File: src/dpfa_pkg.sv
// Shared types and constants for the detector packet frame assembler.
// No dependencies; imported by the decode stage and the top level.
package dpfa_pkg;

  localparam int CfgIndexW = 3;

  typedef enum logic [CfgIndexW-1:0] {
    REG_ROW_WIDTH       = 3'd0,
    REG_PACKETS_FRAME   = 3'd1,
    REG_BYTES_PACKET    = 3'd2,
    REG_BYTES_LAST      = 3'd3,
    REG_LAST_ROW        = 3'd4
  } cfg_reg_t;

  localparam logic KIND_WRITE  = 1'b0;
  localparam logic KIND_COMMIT = 1'b1;

  localparam logic [7:0]  STAT_QUADRANT_MASK = 8'b1100_0000;
  localparam logic [7:0]  STAT_LINK_MASK     = 8'b0010_0000;
  localparam logic [7:0]  STAT_CORR_MASK     = 8'b0001_1100;
  localparam logic [15:0] ISTAT_NOSTORE_MASK = 16'h8000;

  localparam logic [15:0] RESET_ROW_WIDTH     = 16'd2016;
  localparam logic [12:0] RESET_PACKETS_FRAME = 13'd672;
  localparam logic [15:0] RESET_BYTES_PACKET  = 16'd9072;
  localparam logic [15:0] RESET_BYTES_LAST    = 16'd9072;
  localparam logic [15:0] RESET_LAST_ROW      = 16'd2013;

  // Decoded packet header, held in the input register
  typedef struct packed {
    logic [31:0] fid;
    logic [31:0] row_prod;   // start_row * row_width_px
    logic [15:0] length;
    logic        is_last;
    logic [31:0] scan;
    logic [31:0] scan_clk;
    logic [31:0] sync_clk;
    logic [39:0] stamp;
    logic [23:0] exposure;
    logic [7:0]  flags;
  } hdr_t;

  typedef struct packed {
    logic [15:0] row_width;
    logic [15:0] bytes_packet;
    logic [15:0] bytes_last;
    logic [15:0] last_row;
  } dec_cfg_t;

endpackage

File: src/dpfa_header_decode.sv
// Header decode: row offset product, write length, last-row test and flag packing.
// Depends on dpfa_pkg.
module dpfa_header_decode
  import dpfa_pkg::*;
(
  input  dec_cfg_t    cfg,
  input  logic [31:0] frame_id,
  input  logic [15:0] start_row,
  input  logic [31:0] scan_number,
  input  logic [31:0] scan_clock,
  input  logic [31:0] sync_clock,
  input  logic [63:0] image_timing_word,
  input  logic [15:0] quadrant_row_bits,
  input  logic [7:0]  status_byte,
  input  logic [15:0] image_status,
  output hdr_t        hdr
);

  logic is_last;
  logic [7:0] quad_bits;
  logic [7:0] link_bits;
  logic [7:0] corr_bits;

  assign is_last   = (start_row == cfg.last_row);
  assign quad_bits = status_byte & STAT_QUADRANT_MASK;
  assign link_bits = status_byte & STAT_LINK_MASK;
  assign corr_bits = status_byte & STAT_CORR_MASK;

  always_comb begin
    hdr.fid       = frame_id;
    hdr.row_prod  = 32'(start_row) * 32'(cfg.row_width);
    hdr.length    = is_last ? cfg.bytes_last : cfg.bytes_packet;
    hdr.is_last   = is_last;
    hdr.scan      = scan_number;
    hdr.scan_clk  = scan_clock;
    hdr.sync_clk  = sync_clock;
    hdr.stamp     = image_timing_word[39:0];
    hdr.exposure  = image_timing_word[63:40];
    hdr.flags     = {|(image_status & ISTAT_NOSTORE_MASK), corr_bits[4:2], link_bits[5],
                     quad_bits[7:6], quadrant_row_bits[0]};
  end

endmodule

File: src/detector_packet_frame_assembler_top.sv
// Top level of the detector packet frame assembler: input register, frame state,
// result sequencing and output register. Depends on dpfa_pkg and dpfa_header_decode.
//
// One packet header enters per accepted word and yields one to three results:
// a commit of the previous frame when the frame id changes, the payload write
// command, and a commit when the start row matches last_packet_row. Results
// leave one per cycle from the output register when the output is not stalled,
// one per result a header causes; the next header is accepted in the cycle its
// final result is loaded. The offset multiply sits in front of the input
// register, in the decode stage.
module detector_packet_frame_assembler_top
  import dpfa_pkg::*;
(
  input  logic                 clk,
  input  logic                 rst,
  // configuration writes
  input  logic                 cfg_valid,
  output logic                 cfg_ready,
  input  logic [CfgIndexW-1:0] cfg_index,
  input  logic [15:0]          cfg_data,
  // packet header words
  input  logic                 in_valid,
  output logic                 in_stall,
  input  logic [31:0]          frame_id,
  input  logic [15:0]          start_row,
  input  logic [31:0]          scan_number,
  input  logic [31:0]          scan_clock,
  input  logic [31:0]          sync_clock,
  input  logic [63:0]          image_timing_word,
  input  logic [15:0]          quadrant_row_bits,
  input  logic [7:0]           status_byte,
  input  logic [15:0]          image_status,
  // result words
  output logic                 out_valid,
  input  logic                 out_stall,
  output logic                 result_kind,
  output logic [32:0]          byte_offset,
  output logic [15:0]          byte_length,
  output logic [31:0]          image_number,
  output logic [12:0]          missing_packets,
  output logic [31:0]          frame_scan,
  output logic [31:0]          frame_scan_time,
  output logic [31:0]          frame_sync_time,
  output logic [39:0]          frame_stamp,
  output logic [23:0]          exposure,
  output logic [7:0]           frame_flags,
  output logic                 last
);

  // configuration
  logic [15:0] row_width_px;
  logic [12:0] packets_per_frame;
  logic [15:0] packet_bytes;
  logic [15:0] bytes_last_packet;
  logic [15:0] last_packet_row;

  assign cfg_ready = 1'b1;

  always_ff @(posedge clk) begin
    if (rst) begin
      row_width_px      <= RESET_ROW_WIDTH;
      packets_per_frame <= RESET_PACKETS_FRAME;
      packet_bytes      <= RESET_BYTES_PACKET;
      bytes_last_packet <= RESET_BYTES_LAST;
      last_packet_row   <= RESET_LAST_ROW;
    end else if (cfg_valid && cfg_ready) begin
      case (cfg_index)
        REG_ROW_WIDTH:     row_width_px      <= cfg_data;
        REG_PACKETS_FRAME: packets_per_frame <= cfg_data[12:0];
        REG_BYTES_PACKET:  packet_bytes      <= cfg_data;
        REG_BYTES_LAST:    bytes_last_packet <= cfg_data;
        REG_LAST_ROW:      last_packet_row   <= cfg_data;
        default: ;
      endcase
    end
  end

  // decode and input register
  dec_cfg_t dec_cfg;
  hdr_t     dec_hdr;
  hdr_t     hdr;
  logic     hdr_valid;

  assign dec_cfg = '{row_width: row_width_px, bytes_packet: packet_bytes,
                     bytes_last: bytes_last_packet, last_row: last_packet_row};

  dpfa_header_decode u_decode (
    .cfg               (dec_cfg),
    .frame_id          (frame_id),
    .start_row         (start_row),
    .scan_number       (scan_number),
    .scan_clock        (scan_clock),
    .sync_clock        (sync_clock),
    .image_timing_word (image_timing_word),
    .quadrant_row_bits (quadrant_row_bits),
    .status_byte       (status_byte),
    .image_status      (image_status),
    .hdr               (dec_hdr)
  );

  // frame state
  logic        frame_open;
  logic [31:0] open_frame_id;
  logic [12:0] missing_count;
  logic [31:0] held_scan;
  logic [31:0] held_scan_time;
  logic [31:0] held_sync_time;
  logic [39:0] held_stamp;
  logic [23:0] held_exposure;
  logic [7:0]  held_flags;
  logic        commit_pending;

  logic        need_flush;
  logic        emit_commit;
  logic        hdr_done;
  logic        load;
  logic        take_in;
  logic        open_new;
  logic [12:0] miss_base;
  logic [12:0] miss_dec;
  logic [33:0] offset_x3;

  assign need_flush = frame_open && (open_frame_id != hdr.fid);
  assign emit_commit = commit_pending || need_flush;
  assign load       = hdr_valid && (!out_valid || !out_stall);
  assign hdr_done   = commit_pending || (!need_flush && !hdr.is_last);
  assign in_stall   = hdr_valid && !(load && hdr_done);
  assign take_in    = in_valid && !in_stall;

  // the flush opens the new frame; a write on a closed frame opens it too
  assign open_new   = need_flush || !frame_open;
  assign miss_base  = frame_open ? missing_count : packets_per_frame;
  assign miss_dec   = (miss_base == '0) ? '0 : miss_base - 13'd1;
  assign offset_x3  = {2'b00, hdr.row_prod} + {1'b0, hdr.row_prod, 1'b0};

  always_ff @(posedge clk) begin
    if (rst) begin
      hdr_valid <= 1'b0;
    end else if (take_in) begin
      hdr_valid <= 1'b1;
    end else if (load && hdr_done) begin
      hdr_valid <= 1'b0;
    end
  end

  always_ff @(posedge clk) begin
    if (take_in) begin
      hdr <= dec_hdr;
    end
  end

  always_ff @(posedge clk) begin
    if (rst) begin
      frame_open     <= 1'b0;
      open_frame_id  <= '0;
      missing_count  <= '0;
      held_scan      <= '0;
      held_scan_time <= '0;
      held_sync_time <= '0;
      held_stamp     <= '0;
      held_exposure  <= '0;
      held_flags     <= '0;
      commit_pending <= 1'b0;
    end else if (load) begin
      if (commit_pending) begin
        frame_open     <= 1'b0;
        commit_pending <= 1'b0;
      end else begin
        if (open_new) begin
          frame_open     <= 1'b1;
          open_frame_id  <= hdr.fid;
          held_scan      <= hdr.scan;
          held_scan_time <= hdr.scan_clk;
          held_sync_time <= hdr.sync_clk;
          held_stamp     <= hdr.stamp;
          held_exposure  <= hdr.exposure;
          held_flags     <= hdr.flags;
        end
        if (need_flush) begin
          missing_count <= packets_per_frame;
        end else begin
          missing_count  <= miss_dec;
          commit_pending <= hdr.is_last;
        end
      end
    end
  end

  // output register
  always_ff @(posedge clk) begin
    if (rst) begin
      out_valid <= 1'b0;
    end else if (load) begin
      out_valid <= 1'b1;
    end else if (!out_stall) begin
      out_valid <= 1'b0;
    end
  end

  always_ff @(posedge clk) begin
    if (load) begin
      last <= hdr_done;
      if (emit_commit) begin
        result_kind     <= KIND_COMMIT;
        byte_offset     <= '0;
        byte_length     <= '0;
        image_number    <= open_frame_id;
        missing_packets <= missing_count;
        frame_scan      <= held_scan;
        frame_scan_time <= held_scan_time;
        frame_sync_time <= held_sync_time;
        frame_stamp     <= held_stamp;
        exposure        <= held_exposure;
        frame_flags     <= held_flags;
      end else begin
        result_kind     <= KIND_WRITE;
        byte_offset     <= offset_x3[33:1];
        byte_length     <= hdr.length;
        image_number    <= hdr.fid;
        missing_packets <= miss_dec;
        frame_scan      <= '0;
        frame_scan_time <= '0;
        frame_sync_time <= '0;
        frame_stamp     <= '0;
        exposure        <= '0;
        frame_flags     <= '0;
      end
    end
  end

  // a pending commit always belongs to the frame the held header just wrote
  assert property (@(posedge clk) disable iff (rst)
    commit_pending |-> hdr_valid && frame_open && !need_flush)
    else $error("commit pending without a matching open frame");

  // the final commit closes the frame
  assert property (@(posedge clk) disable iff (rst)
    load && commit_pending |=> !frame_open && !commit_pending)
    else $error("frame still open after its commit");

  // a flush leaves the new frame open with the held header's id
  assert property (@(posedge clk) disable iff (rst)
    load && need_flush |=> frame_open && hdr_valid && !need_flush)
    else $error("flush did not open the new frame");

endmodule
File: config.mk
export PLATFORM = sky130hd
export DESIGN_NAME = detector_packet_frame_assembler_top
export DESIGN_NICKNAME = d
export VERILOG_FILES = /design/src/dpfa_pkg.sv /design/src/dpfa_header_decode.sv /design/src/detector_packet_frame_assembler_top.sv
export SDC_FILE = /design/constraint.sdc
export NUM_CORES = 2
export LEC_CHECK = 0
export BUFFER_PORTS_ARGS = -buffer_cell sky130_fd_sc_hd__buf_4
export CAP_MARGIN = 40
export CORE_ASPECT_RATIO = 1.5
export CORE_MARGIN = 8
export CORE_UTILIZATION = 25
export DETAILED_ROUTE_END_ITERATION = 10
export HOLD_SLACK_MARGIN = 0.05
export PLACE_DENSITY_LB_ADDON = 0.25
export RECOVER_POWER = 50
export SLEW_MARGIN = 20
export SYNTH_ARGS = -nofsm -noshare
export SYNTH_HDL_FRONTEND = slang
export SYNTH_SLANG_ARGS = --single-unit
File: constraint.sdc
create_clock -name clk -period 18.4 [get_ports clk]
set_input_delay 1.84 -clock clk [delete_from_list [all_inputs] [get_ports clk]]
set_output_delay 1.84 -clock clk [all_outputs]
set_load 0.05 [all_outputs]
==> results.json <==
{
  "portBuffers": 505,
  "syn_avg_cell_area_um2": 10.80,
  "p_switching_mw": 2.219,
  "grt.busiest_layer": "met2",
  "cp-start-kind": "input pin",
  "antenna_left": 0,
  "use_met1_pct": 17.30,
  "grt_pass1_vias": 26650,
  "ys_ff_latch": 807,
  "p_comb_share_pct": 34.5,
  "grtUsageMet3_pct": 4.146,
  "ctsHoldBuffers": 0,
  "dieArea_mm2": 0.1698,
  "power.static_leakage_nw": 18.42,
  "ir_worst_vdd_mv": 0.09185,
  "rrSetupSlack_ns": 10.90,
  "path_cells": "clkbuf_1, clkbuf_1, clkbuf_1, nand3b_1",
  "regArea_mm2": 0.02129,
  "root_buffer": "clkbuf_16",
  "clock_path_buffers": 3,
  "coreArea_mm2": 0.1561,
  "worstSkewPairLatency_ns": 0.73,
  "hold_class": "flop to flop",
  "setup_tns_ns": 0,
  "grt_pass1_wl_um": 176500,
  "power_frac_seq_pct": 36.0,
  "critPathMaxStageDelay_ns": 4.65,
  "crit_cells": 4,
  "multiInputGateArea_mm2": 0.01622,
  "fin_ws_ns": 8.552,
  "layout.nets": 4673,
  "finalHoldViolCount": 0,
  "grt_max_degree": 163,
  "ios": 539,
  "worstHoldPathCells": 2,
  "drv_slew": 522,
  "ys_seq_area_share_pct": 54.37,
  "synthesis.instances": 3626,
  "fillerInstances": 16320,
  "worst_slew_pin_slew_ns": 6.781,
  "max_freq_ghz": 0.1015,
  "die_h_um": 500.7,
  "post-route-period-util_pct": 53.52,
  "violations": "max-capacitance violations, max-slew violations",
  "r2r_cells": 6,
  "wire_per_inst_um": 19.36,
  "cts_buffers": 85,
  "start_util_pct": 25.08,
  "power.density_mw_per_mm2": 132.1,
  "chipWidth_um": 339.2,
  "ys.flop_type": "edfxtp_1",
  "cp_common_cell": "clkbuf_1",
  "async_flop_share_pct": 0,
  "cp_slowest_cell": "clkbuf_1",
  "crit_end": "packet_bytes[4]",
  "post-place-ws_ns": 10.59,
  "p_int_mw": 3.986,
  "critical-path-top-delay-family": "buffers and inverters",
  "worst-endpoint-arrival_ns": 10.45,
  "fin_util_pct": 30.09,
  "grt_overflow": 0,
  "yosys_warnings": 0,
  "p_total_mw": 6.205,
  "yosysUniqueCellTypes": 76,
  "reg2reg_from": "out_valid",
  "cts_setup_buffers": 0,
  "synthToLayoutAreaGrowth_pct": 19.94,
  "drive_above_1_share_pct": 9.058,
  "rows": 178,
  "synth.net_count": 4231,
  "worst_setup_path_end_kind": "flop",
  "antenna_found_initial": 12,
  "use_met2_pct": 22.44,
  "skew_ns": 0.08900,
  "cts.clk_slew.worst_paths_ns": 0.06,
  "swShare_pct": 35.76,
  "gp_congestion": 0.7605,
  "cp_num_buf_inv": 3,
  "crit_start": "rst",
  "cts_resized": 0,
  "rsz0062_at_grt": "no",
  "first_pass_iters": 5,
  "outcome": "complete, but fails checks",
  "gr-usage-all-layers_pct": 13.62,
  "drc": 0,
  "critical_path_class": "input pin to flop",
  "post-route-min-period_ns": 9.848,
  "viasPerCell": 4.345,
  "syn_area_mm2": 0.03916,
  "r2r-end": "byte_offset[20]",
  "maxCapViolations": 8,
  "slew_headroom_pct": -352.1,
  "num_vias": 27000,
  "drtIter0Drc": 1465,
  "hold_start": "hdr[17]",
  "clock_sinks": 807,
  "finalWirelength_um": 120300,
  "tritoncts": "yes",
  "synth_edf_count": 513,
  "htree_levels": 3,
  "clkPwrFrac_pct": 29.4,
  "dp_hpwl_um": 84220,
  "crit_required_ns": 19.00,
  "finalSetupViolations": 0,
  "worst-path-max-fanout": 125
}
==> layout by cell type (no fill, tap or decap), drive strengths merged, types with 28 or more instances in the layout <==
master,count
inv,243
xnor2,30
clkinv,31
dfxtp,294
nand2,902
nor2,96
edfxtp,513
fa,195
a21o,28
o21ai,53
ha,138
clkbuf,587
nand3b,36
buf,65
xor2,68
and2,309
a21oi,315
==> layout make-up <==
| class | instances | share of cell area (%) |
|---|---|---|
| antenna | 3 | 0.01598 |
| clock buffer | 113 | 5.075 |
| clock inverter | 46 | 1.345 |
| inverter | 240 | 1.923 |
| multi-input combinational | 2395 | 34.54 |
| sequential | 807 | 45.33 |
| tap | 2070 | 5.514 |
| timing repair buffer | 539 | 6.255 |
==> synthesized netlist by cell type (3+ instances only) <==
| cell | count | area [um^2] |
|---|---|---|
| nand2_1 | 902 | 3386 |
| edfxtp_1 | 513 | 15400 |
| a21oi_1 | 314 | 1572 |
| and2_1 | 309 | 1933 |
| dfxtp_1 | 294 | 5886 |
| inv_1 | 238 | 893.4 |
| fa_1 | 195 | 3904 |
| clkbuf_1 | 140 | 525.5 |
| ha_1 | 138 | 1727 |
| nor2_1 | 95 | 356.6 |
| xor2_1 | 68 | 595.6 |
| o21ai_0 | 48 | 240.2 |
| buf_2 | 36 | 180.2 |
| nand3b_1 | 35 | 262.8 |
| xnor2_1 | 30 | 262.8 |
| a21o_1 | 28 | 210.2 |
| nor3_1 | 22 | 110.1 |
| mux2i_1 | 16 | 160.2 |
| a211oi_1 | 15 | 112.6 |
| nand3_1 | 13 | 65.06 |
| nor4_1 | 13 | 81.33 |
| nand2b_1 | 10 | 62.56 |
| a31oi_1 | 9 | 56.30 |
| and3_1 | 9 | 56.30 |
| or3_1 | 9 | 56.30 |
| nand4_1 | 8 | 50.05 |
| nor2b_1 | 8 | 50.05 |
| nor3b_1 | 8 | 60.06 |
| o21bai_1 | 8 | 60.06 |
| o21a_1 | 7 | 52.55 |
| o31ai_1 | 6 | 45.04 |
| or2_2 | 6 | 37.54 |
| mux2_2 | 5 | 56.30 |
| a211o_1 | 4 | 35.03 |
| o21ai_1 | 4 | 20.02 |
| a21boi_0 | 3 | 22.52 |
| a221oi_1 | 3 | 26.28 |
| a2bb2oi_1 | 3 | 26.28 |
| buf_1 | 3 | 11.26 |
| buf_6 | 3 | 33.78 |
| o31a_1 | 3 | 26.28 |
==> metrics by stage <==
step | instance area [um^2] | instances | hold WS [ns]
after global placement | 45000 | 6037 | 0.4366
after floorplan | 39160 | 3626 | 0.4317
after global routing | 46970 | 6211 | 0.4645
after CTS | 48260 | 6206 | 0.4451
after detailed placement | 45250 | 6047 | 0.4423
final | 46970 | 6213 | 0.4393
==> per-layer routing <==
layer	wire (um)	up-vias
met5	73	-
li1	-	12870
met3	10090	150
met1	51030	13250
met2	56440	721
met4	2642	12
==> cells by family after synthesis <==
family | share of synthesized area [%]
buf+inv | 4.256
compound gates | 7.035
xor+xnor | 2.192
other cells | 0.009576
fa+ha+maj | 14.38
simple gates | 17.21
mux | 0.5527
flops | 54.37
==> worst min-delay path, cell delays in order (launching register included) <==
cell,delay (ns)
edfxtp_1,0.32
nand2_1,0.04
a21oi_1,0.10
==> registers in the layout (all words and copies together) (netlist names), 16 cells and up <==
register and flops:
held_exposure 24, hdr 249, row_width_px 16, frame_stamp 40, byte_length 16, frame_scan_time 32
bytes_last_packet 16, last_packet_row 16, held_sync_time 32, held_scan 32, image_number 32, open_frame_id 32
held_stamp 40, packet_bytes 16, frame_scan 32, exposure 24, byte_offset 33, held_scan_time 32
frame_sync_time 32
==> worst min-delay path by stage <==
stage,to,slack [ns]
2_1_floorplan,held_exposure[0],0.43
3_3_place_gp,held_exposure[10],0.44
3_5_place_dp,held_exposure[10],0.44
4_1_cts,held_exposure[9],0.45
5_1_grt,held_stamp[20],0.46
6_report,held_exposure[9],0.44
==> power groups by stage <==
stage	clock [mW]	combinational, mW	sequential [mW]
after floorplan	0	1.39	2.45
after global placement	0	2.23	2.27
after detailed placement	0	2.23	2.28
after CTS	1.90	2.25	2.24
after global routing	1.95	2.41	2.25
final	1.83	2.14	2.24
No activity file was read; power rests on OpenSTA's default activity.
